==> src/mme_pkg.sv <==
`default_nettype none
// ----------------------------------------------------------------------------
// mme_pkg
// Shared types and constants of the matrix multiply engine.
// ----------------------------------------------------------------------------
package mme_pkg;

    localparam int DEF_MAX_DIM   = 8;
    localparam int DEF_ELEM_BITS = 16;

    localparam int IDX_W  = 3;
    localparam int VAL_W  = 16;
    localparam int RES_W  = 36;
    localparam int CFG_W  = 4;
    localparam int CFG_IW = 2;

    localparam logic [1:0] OP_LOAD_A  = 2'd0;
    localparam logic [1:0] OP_LOAD_B  = 2'd1;
    localparam logic [1:0] OP_COMPUTE = 2'd2;

    localparam logic [CFG_IW-1:0] CFG_A_ROWS    = 2'd0;
    localparam logic [CFG_IW-1:0] CFG_INNER_LEN = 2'd1;
    localparam logic [CFG_IW-1:0] CFG_B_COLS    = 2'd2;

    localparam logic [CFG_W-1:0] CFG_DIM_RESET = 4'd8;

    typedef struct packed {
        logic [1:0]              opcode;
        logic [IDX_W-1:0]        elem_row;
        logic [IDX_W-1:0]        elem_col;
        logic signed [VAL_W-1:0] elem_value;
    } t_in_req;

    typedef struct packed {
        logic [IDX_W-1:0]        res_row;
        logic [IDX_W-1:0]        res_col;
        logic signed [RES_W-1:0] res_value;
        logic                    last;
    } t_out_req;

    typedef struct packed {
        logic valid;
        logic first;
        logic last;
    } t_mac_ctl;

    typedef enum logic [1:0] {
        ST_IDLE,
        ST_RUN,
        ST_WAIT,
        ST_PUSH
    } t_state;

endpackage
`default_nettype wire

==> src/mme_ram.sv <==
`default_nettype none
// ----------------------------------------------------------------------------
// mme_ram
// Element store: one write port, one registered read port.
// ----------------------------------------------------------------------------
module mme_ram #(
    parameter int WIDTH  = 16,
    parameter int DEPTH  = 64,
    parameter int ADDR_W = (DEPTH > 1) ? $clog2(DEPTH) : 1
) (
    input  wire logic              i_clk,
    input  wire logic              i_we,
    input  wire logic [ADDR_W-1:0] i_waddr,
    input  wire logic [WIDTH-1:0]  i_wdata,
    input  wire logic [ADDR_W-1:0] i_raddr,
    output logic      [WIDTH-1:0]  o_rdata
);

    logic [WIDTH-1:0] r_mem [DEPTH];

    always_ff @(posedge i_clk) begin
        if (i_we) begin
            r_mem[i_waddr] <= i_wdata;
        end
    end

    always_ff @(posedge i_clk) begin
        o_rdata <= r_mem[i_raddr];
    end

endmodule
`default_nettype wire

==> src/mme_mac.sv <==
`default_nettype none
// ----------------------------------------------------------------------------
// mme_mac
// Shared multiply-accumulate unit: product register, then accumulator.
// ----------------------------------------------------------------------------
module mme_mac #(
    parameter int ELEM_BITS = mme_pkg::DEF_ELEM_BITS
) (
    input  wire logic                          i_clk,
    input  wire logic                          i_rst_n,
    input  wire mme_pkg::t_mac_ctl             i_ctl,
    input  wire logic signed [ELEM_BITS-1:0]   i_a,
    input  wire logic signed [ELEM_BITS-1:0]   i_b,
    output logic                               o_done,
    output logic signed [mme_pkg::RES_W-1:0]   o_acc
);
    import mme_pkg::*;

    localparam int PROD_W = 2 * ELEM_BITS;

    t_mac_ctl                  r_ctl1;
    t_mac_ctl                  r_ctl2;
    logic signed [PROD_W-1:0]  r_prod;
    logic signed [RES_W-1:0]   w_prod_ext;
    logic signed [RES_W-1:0]   r_acc;
    logic signed [RES_W-1:0]   n_acc;
    logic                      r_done;

    generate
        if (PROD_W >= RES_W) begin : g_trunc
            assign w_prod_ext = r_prod[RES_W-1:0];
        end else begin : g_sext
            assign w_prod_ext = {{(RES_W-PROD_W){r_prod[PROD_W-1]}}, r_prod};
        end
    endgenerate

    always_comb begin
        n_acc = r_acc;
        if (r_ctl2.valid) begin
            n_acc = (r_ctl2.first ? '0 : r_acc) + w_prod_ext;
        end
    end

    always_ff @(posedge i_clk) begin
        if (!i_rst_n) begin
            r_ctl1 <= '0;
            r_ctl2 <= '0;
            r_done <= 1'b0;
        end else begin
            r_ctl1 <= i_ctl;
            r_ctl2 <= r_ctl1;
            r_done <= r_ctl2.valid && r_ctl2.last;
        end
    end

    always_ff @(posedge i_clk) begin
        r_prod <= i_a * i_b;
        r_acc  <= n_acc;
    end

    assign o_done = r_done;
    assign o_acc  = r_acc;

endmodule
`default_nettype wire

==> src/mme_seq.sv <==
`default_nettype none
// ----------------------------------------------------------------------------
// mme_seq
// Sequencer: walks row, column and inner index, feeds the MAC unit and
// holds the result register.
// ----------------------------------------------------------------------------
module mme_seq #(
    parameter int MAX_DIM = mme_pkg::DEF_MAX_DIM,
    parameter int DIM_W   = (MAX_DIM > 1) ? $clog2(MAX_DIM) : 1,
    parameter int ADDR_W  = (MAX_DIM > 1) ? $clog2(MAX_DIM * MAX_DIM) : 1
) (
    input  wire logic                          i_clk,
    input  wire logic                          i_rst_n,
    input  wire logic                          i_start,
    input  wire logic [DIM_W-1:0]              i_row_last,
    input  wire logic [DIM_W-1:0]              i_col_last,
    input  wire logic [DIM_W-1:0]              i_k_last,
    output logic                               o_busy,
    output logic [ADDR_W-1:0]                  o_a_addr,
    output logic [ADDR_W-1:0]                  o_b_addr,
    output mme_pkg::t_mac_ctl                  o_ctl,
    input  wire logic                          i_mac_done,
    input  wire logic signed [mme_pkg::RES_W-1:0] i_acc,
    output logic                               o_out_valid,
    output mme_pkg::t_out_req                  o_out_req,
    input  wire logic                          i_out_stall
);
    import mme_pkg::*;

    t_state           r_state;
    t_state           n_state;
    logic [DIM_W-1:0] r_row;
    logic [DIM_W-1:0] n_row;
    logic [DIM_W-1:0] r_col;
    logic [DIM_W-1:0] n_col;
    logic [DIM_W-1:0] r_k;
    logic [DIM_W-1:0] n_k;
    logic             r_out_valid;
    logic             n_out_valid;
    t_out_req         r_out_req;
    t_out_req         n_out_req;
    logic             w_out_free;
    logic             w_last_elem;

    assign w_out_free  = !r_out_valid || !i_out_stall;
    assign w_last_elem = (r_row == i_row_last) && (r_col == i_col_last);

    // next state
    always_comb begin
        n_state = r_state;
        case (r_state)
            ST_IDLE: begin
                if (i_start) begin
                    n_state = ST_RUN;
                end
            end
            ST_RUN: begin
                if (r_k == i_k_last) begin
                    n_state = ST_WAIT;
                end
            end
            ST_WAIT: begin
                if (i_mac_done) begin
                    n_state = ST_PUSH;
                end
            end
            ST_PUSH: begin
                if (w_out_free) begin
                    n_state = w_last_elem ? ST_IDLE : ST_RUN;
                end
            end
            default: n_state = ST_IDLE;
        endcase
    end

    // counters, MAC control and result register
    always_comb begin
        n_row       = r_row;
        n_col       = r_col;
        n_k         = r_k;
        n_out_req   = r_out_req;
        n_out_valid = r_out_valid && i_out_stall;
        o_ctl       = '0;
        case (r_state)
            ST_IDLE: begin
                if (i_start) begin
                    n_row = '0;
                    n_col = '0;
                    n_k   = '0;
                end
            end
            ST_RUN: begin
                o_ctl.valid = 1'b1;
                o_ctl.first = (r_k == '0);
                o_ctl.last  = (r_k == i_k_last);
                n_k         = (r_k == i_k_last) ? '0 : r_k + 1'b1;
            end
            ST_WAIT: begin
                n_k = '0;
            end
            ST_PUSH: begin
                if (w_out_free) begin
                    n_out_valid         = 1'b1;
                    n_out_req.res_row   = IDX_W'(r_row);
                    n_out_req.res_col   = IDX_W'(r_col);
                    n_out_req.res_value = i_acc;
                    n_out_req.last      = w_last_elem;
                    if (r_col == i_col_last) begin
                        n_col = '0;
                        n_row = r_row + 1'b1;
                    end else begin
                        n_col = r_col + 1'b1;
                    end
                end
            end
            default: begin
                n_k = '0;
            end
        endcase
    end

    always_ff @(posedge i_clk) begin
        if (!i_rst_n) begin
            r_state     <= ST_IDLE;
            r_out_valid <= 1'b0;
            r_row       <= '0;
            r_col       <= '0;
            r_k         <= '0;
        end else begin
            r_state     <= n_state;
            r_out_valid <= n_out_valid;
            r_row       <= n_row;
            r_col       <= n_col;
            r_k         <= n_k;
        end
    end

    always_ff @(posedge i_clk) begin
        r_out_req <= n_out_req;
    end

    assign o_a_addr    = ADDR_W'(r_row) * ADDR_W'(MAX_DIM) + ADDR_W'(r_k);
    assign o_b_addr    = ADDR_W'(r_k) * ADDR_W'(MAX_DIM) + ADDR_W'(r_col);
    assign o_busy      = (r_state != ST_IDLE);
    assign o_out_valid = r_out_valid;
    assign o_out_req   = r_out_req;

endmodule
`default_nettype wire

==> src/matrix_multiply_engine.sv <==
`default_nettype none
// ----------------------------------------------------------------------------
// matrix_multiply_engine
// Load requests write one element of A or B; a compute request streams out
// every element of A * B in row-major order.
// For each element of a compute request, the shared MAC takes inner_len
// products, its pipeline drains, and the element is then handed to the
// output register. Input is stalled until the last element has been
// handed off. Reset sets all dimensions to 8; the element stores are not
// cleared and hold unknown data until written.
// ----------------------------------------------------------------------------
module matrix_multiply_engine #(
    parameter int MAX_DIM   = mme_pkg::DEF_MAX_DIM,
    parameter int ELEM_BITS = mme_pkg::DEF_ELEM_BITS
) (
    input  wire logic                          i_clk,
    input  wire logic                          i_rst_n,
    input  wire logic                          i_in_valid,
    input  wire mme_pkg::t_in_req              i_in_req,
    output logic                               o_in_stall,
    output logic                               o_out_valid,
    output mme_pkg::t_out_req                  o_out_req,
    input  wire logic                          i_out_stall,
    input  wire logic                          i_cfg_we,
    input  wire logic [mme_pkg::CFG_IW-1:0]    i_cfg_index,
    input  wire logic [mme_pkg::CFG_W-1:0]     i_cfg_data
);
    import mme_pkg::*;

    localparam int DIM_W  = (MAX_DIM > 1) ? $clog2(MAX_DIM) : 1;
    localparam int DEPTH  = MAX_DIM * MAX_DIM;
    localparam int ADDR_W = (DEPTH > 1) ? $clog2(DEPTH) : 1;

    logic [CFG_W-1:0]            r_a_rows;
    logic [CFG_W-1:0]            r_inner_len;
    logic [CFG_W-1:0]            r_b_cols;
    logic                        w_accept;
    logic                        w_in_range;
    logic                        w_we_a;
    logic                        w_we_b;
    logic [ADDR_W-1:0]           w_waddr;
    logic signed [ELEM_BITS-1:0] w_elem;
    logic                        w_busy;
    logic [ADDR_W-1:0]           w_a_addr;
    logic [ADDR_W-1:0]           w_b_addr;
    logic signed [ELEM_BITS-1:0] w_a_data;
    logic signed [ELEM_BITS-1:0] w_b_data;
    t_mac_ctl                    w_ctl;
    logic                        w_mac_done;
    logic signed [RES_W-1:0]     w_acc;

    function automatic logic [DIM_W-1:0] f_last_idx(input logic [CFG_W-1:0] v);
        if (v == '0) begin
            return '0;
        end else if (v > CFG_W'(MAX_DIM)) begin
            return DIM_W'(MAX_DIM - 1);
        end else begin
            return DIM_W'(v - 1'b1);
        end
    endfunction

    always_ff @(posedge i_clk) begin
        if (!i_rst_n) begin
            r_a_rows    <= CFG_DIM_RESET;
            r_inner_len <= CFG_DIM_RESET;
            r_b_cols    <= CFG_DIM_RESET;
        end else if (i_cfg_we) begin
            case (i_cfg_index)
                CFG_A_ROWS:    r_a_rows    <= i_cfg_data;
                CFG_INNER_LEN: r_inner_len <= i_cfg_data;
                CFG_B_COLS:    r_b_cols    <= i_cfg_data;
                default: ;
            endcase
        end
    end

    generate
        if (ELEM_BITS <= VAL_W) begin : g_elem_trunc
            assign w_elem = i_in_req.elem_value[ELEM_BITS-1:0];
        end else begin : g_elem_sext
            assign w_elem = {{(ELEM_BITS-VAL_W){i_in_req.elem_value[VAL_W-1]}},
                             i_in_req.elem_value};
        end
    endgenerate

    assign w_accept   = i_in_valid && !w_busy;
    assign w_in_range = ({1'b0, i_in_req.elem_row} < (IDX_W+1)'(MAX_DIM)) &&
                        ({1'b0, i_in_req.elem_col} < (IDX_W+1)'(MAX_DIM));
    assign w_waddr    = ADDR_W'(i_in_req.elem_row) * ADDR_W'(MAX_DIM) +
                        ADDR_W'(i_in_req.elem_col);
    assign w_we_a     = w_accept && w_in_range && (i_in_req.opcode == OP_LOAD_A);
    assign w_we_b     = w_accept && w_in_range && (i_in_req.opcode == OP_LOAD_B);

    mme_ram #(
        .WIDTH  (ELEM_BITS),
        .DEPTH  (DEPTH),
        .ADDR_W (ADDR_W)
    ) u_left_store (
        .i_clk   (i_clk),
        .i_we    (w_we_a),
        .i_waddr (w_waddr),
        .i_wdata (w_elem),
        .i_raddr (w_a_addr),
        .o_rdata (w_a_data)
    );

    mme_ram #(
        .WIDTH  (ELEM_BITS),
        .DEPTH  (DEPTH),
        .ADDR_W (ADDR_W)
    ) u_right_store (
        .i_clk   (i_clk),
        .i_we    (w_we_b),
        .i_waddr (w_waddr),
        .i_wdata (w_elem),
        .i_raddr (w_b_addr),
        .o_rdata (w_b_data)
    );

    mme_mac #(
        .ELEM_BITS (ELEM_BITS)
    ) u_mac (
        .i_clk   (i_clk),
        .i_rst_n (i_rst_n),
        .i_ctl   (w_ctl),
        .i_a     (w_a_data),
        .i_b     (w_b_data),
        .o_done  (w_mac_done),
        .o_acc   (w_acc)
    );

    mme_seq #(
        .MAX_DIM (MAX_DIM),
        .DIM_W   (DIM_W),
        .ADDR_W  (ADDR_W)
    ) u_seq (
        .i_clk       (i_clk),
        .i_rst_n     (i_rst_n),
        .i_start     (w_accept && (i_in_req.opcode == OP_COMPUTE)),
        .i_row_last  (f_last_idx(r_a_rows)),
        .i_col_last  (f_last_idx(r_b_cols)),
        .i_k_last    (f_last_idx(r_inner_len)),
        .o_busy      (w_busy),
        .o_a_addr    (w_a_addr),
        .o_b_addr    (w_b_addr),
        .o_ctl       (w_ctl),
        .i_mac_done  (w_mac_done),
        .i_acc       (w_acc),
        .o_out_valid (o_out_valid),
        .o_out_req   (o_out_req),
        .i_out_stall (i_out_stall)
    );

    assign o_in_stall = w_busy;

endmodule
`default_nettype wire

==> config.mk <==
export PLATFORM = sky130hd
export DESIGN_NAME = matrix_multiply_engine
export DESIGN_NICKNAME = d
export VERILOG_FILES = /design/src/mme_pkg.sv /design/src/mme_ram.sv /design/src/mme_mac.sv /design/src/mme_seq.sv /design/src/matrix_multiply_engine.sv
export SDC_FILE = /design/constraint.sdc
export NUM_CORES = 2
export LEC_CHECK = 0
export BUFFER_PORTS_ARGS = -buffer_cell sky130_fd_sc_hd__buf_2
export CAP_MARGIN = 20
export CORE_ASPECT_RATIO = 1.5
export CORE_MARGIN = 4
export CORE_UTILIZATION = 54
export DETAILED_ROUTE_END_ITERATION = 12
export GPL_ROUTABILITY_DRIVEN = 0
export PLACE_DENSITY = 0.68
export SLEW_MARGIN = 25
export SYNTH_ARGS = -nofsm -noshare
export SYNTH_HDL_FRONTEND = slang
export SYNTH_HIERARCHICAL = 1
export SYNTH_SLANG_ARGS = --single-unit
==> constraint.sdc <==
create_clock -name i_clk -period 5.9 [get_ports i_clk]
set_input_delay 1.77 -clock i_clk [delete_from_list [all_inputs] [get_ports i_clk]]
set_output_delay 1.77 -clock i_clk [all_outputs]
set_load 0.02 [all_outputs]
==> impl_metrics.yaml <==
worst_setup_path:
  crit_chain: "clkinvlp_4, nor2_2, fa_1, fa_1, fa_1, fa_1, fa_1, inv_1, fa_1, inv_1, ha_1, buf_4, a21o_1, a21o_1, a221oi_1, buf_4, or2_2, o2111a_1, o31ai_1, a21oi_1, xnor2_1"
  slowest_stage: "fa_1"
  cp_common_cell: "fa_1"
  crit_cells: 21
  crit_path_end_kind: "flop"
  path_buf_inv: 5
  crit_arrival_ps: 6490
  path_class: "flop to flop"
  critPathMaxFanout: 7
  ff2ff_path_depth: 21
  cp.required_ps: 6650
  max_stage_delay_ps: 600
  cp_top_family: "adder cells"
  crit_path_start_kind: "flop"
timing:
  slew_viol_final: 0
  setup_viol: 0
  fin_tns_setup_ps: 0
  period_share_pct: 97.2
  fin_crit_ps: 5730
  relSlewSlack_pct: 25.2
  fin_skew_ps: 40.5
  fmax_ghz: 0.174
  tightest_slew_ps: 1120
  hold_violations: 0
  rsz0062_at_grt: "true"
  final.setup.worst_slack_ps: 166
route:
  wl_per_cell_um: 27.7
  wl_um: 229000
  wl_met2_um: 119000
  viasPerCell: 6.04
  drtPass1Iterations: 6
  drt_iter0_drc: 4728
  wl_met3_um: 13300
  dr.max_layer_used: "met5"
  ant_nets: 0
  via_count: 50000
  remaining_drc_errors: 0
  wl_met1_um: 85600
global_routing:
  grt_max_degree: 90
  grt_pass1_wl_um: 342000
  overflow: 0
  grt_usage_pct: 24.7
  antenna_found_initial: 13
  grt_pass1_vias: 51900
floorplan:
  fp.dieH_um: 526
  initial_core_util_pct: 54.2
  ios: 80
  dieArea_um2: 186000
  die_w_um: 354
  placementRows: 190
  core_um2: 179000
synth:
  yosys_warnings: 6
  yosys_register_bits: 2222
  yosysSeqAreaShare_pct: 68.0
  yosysTopAreaCell: "edfxtp_1"
  async_reset_ff_share_pct: 0
  synth_cells: 5363
  ys_top_cells_by_count: "edfxtp_1, mux4_2, inv_1, nand2_1, fa_1"
  yosysMostFrequentCell: "edfxtp_1"
  synthTopCellsByArea: "edfxtp_1, mux4_2, fa_1, dfxtp_1, mux2i_1"
  synth_area_per_cell_um2: 18.0
  syn_nets: 5789
  synth.distinct_cells: 84
  syn_area_um2: 96800
  synth_top_area_share_pct: 66.0
  synth_flop_cell: "edfxtp_1"
  synth_edf_count: 2127
worst_hold_path:
  hold_depth: 1
  worstHoldPathType: "flop to flop"
finish:
  drive_above_1_share_pct: 21.5
  nets: 6136
  area_growth_pct: 11.5
cts:
  cts_tree: "yes"
  cts_buffer_depth: 4
  cts-htree-levels: 4
  cts_hold_buffers: 0
  cts_made_buffers: 205
  clock-root-buffer: "clkbuf_16"
  clkTransAtPathRegs_ps: 60
  cts.sinks: 2222
  insertion_delay_ps: 830
placement:
  dp_hpwl_um: 149000
  port_buffers: 79
  dpl_worst_slack_ps: -85.3
power_and_ir_drop:
  leakagePower_nw: 35.8
  max-vdd-ir-drop_mv: 1.15
  powerDensity_nw_per_um2: 496
run_status:
  outcome: "finished, final reports clean"
job:
  cap_violations: 0
==> per-layer routing <==
layer | up-vias | track usage, %
met1 | 26300 | 31.6
li1 | 21400 | -
met5 | - | 0
met4 | 10 | 10.4
met3 | 494 | 2.99
met2 | 1849 | 43.2
==> power breakdown <==
group          switching [W]  internal [W]  total (W)
logic                 0.0120        0.0108     0.0228
clock network        0.00558       0.00718     0.0128
registers           0.000130        0.0178     0.0180
total                 0.0177        0.0358     0.0535
==> worst register-to-register path, delay by kind of cell (launching register included) <==
kind | cells | cell delay, ps
xor+xnor | 1 | 130
buf+inv | 5 | 610
fa+ha+maj | 7 | 3280
simple gates | 2 | 230
compound gates | 6 | 1050
flops | 1 | 380
==> sequential cells by signal (all words and copies together), names as in the netlist <==
register and count:
u_mac/o_acc 36, r_inner_len 4, u_left_store/o_rdata 16, u_mac/r_ctl1 3, u_left_store/r_mem 1024, r_a_rows 4, u_seq/r_row 3, u_mac/r_ctl2 3
u_mac/o_done 1, u_seq/r_k 3, r_b_cols 4, u_seq/r_state 2, u_right_store/o_rdata 16, u_right_store/r_mem 1024, u_seq/o_out_valid 1, u_seq/o_out_req 43
u_seq/r_col 3, u_mac/r_prod 32
==> area by class of cell <==
type | instances | area, um2
Antenna cell | 6 | 15.0
Clock buffer | 261 | 5460
Clock inverter | 106 | 941
Fill cell | 12800 | 70600
Inverter | 361 | 1360
Multi-Input combinational cell | 2525 | 28200
Sequential cell | 2222 | 65800
Tap cell | 2400 | 3000
Timing Repair Buffer | 395 | 3130
==> worst paths after layout <==
| check | from | slack (ps) | to |
|---|---|---|---|
| min reg2reg | u_mac/r_ctl1[0] | 430 | u_mac/r_ctl2[0] |
| min | u_mac/r_ctl1[0] | 430 | u_mac/r_ctl2[0] |
| max reg2reg | u_right_store/o_rdata[15] | 170 | u_mac/r_prod[30] |
| max | u_right_store/o_rdata[15] | 170 | u_mac/r_prod[30] |
==> what timing repair did <==
item                                    4_1_cts  5_1_grt
pin swaps                                     0       20
gates cloned                                  0        1
gates resized for setup                       5       58
endpoints found under the hold margin         0        0
buffers inserted                              0       10
endpoints found under the setup margin        3       12
==> logic make-up (layout without fill, tap and decap cells) <==
logic type,count (synthesis),in the layout,share of synthesized area [%]
AO/OA/AOI/OAI,442,442,3.27
XOR/XNOR,80,80,0.724
adder cells (fa/ha/maj),395,395,7.14
buffers and inverters,616,1123,3.12
flip-flops,2222,2222,68.0
multiplexers,686,686,13.0
other,0,6,0
AND/OR/NAND/NOR,922,922,4.79
==> metrics by stage <==
| step | hold slack (ps) | cells | area (um2) | utilization, % | total power, W |
|---|---|---|---|---|---|
| after floorplan | 412 | 5363 | 96800 | - | 0.0339 |
| after global placement | 417 | 7888 | 101000 | 56.6 | 0.0396 |
| after detailed placement | 420 | 7889 | 101000 | 56.6 | 0.0400 |
| after CTS | 436 | 8256 | 108000 | 60.2 | 0.0528 |
| after global routing | 451 | 8271 | 108000 | 60.4 | 0.0574 |
| final | 433 | 8276 | 108000 | 60.4 | 0.0535 |
==> layout by cell type (no fill, tap or decap), drive strengths merged, types with 23 or more instances in the layout <==
cell type	count
dfxtp	95
a211oi	23
nand2b	26
fa	263
a22oi	79
nand3	58
clkinv	77
a21o	24
xnor2	57
xor2	23
nor2b	110
ha	128
o21ai	41
inv	364
buf	395
and2	135
mux4	448
clkbuf	261
edfxtp	2127
nand4	30
nand2	286
nor2	195
mux2i	184
a31oi	28
a221oi	33
mux2	54
a21oi	92
Note: power is estimated with default switching activity, not from simulation.
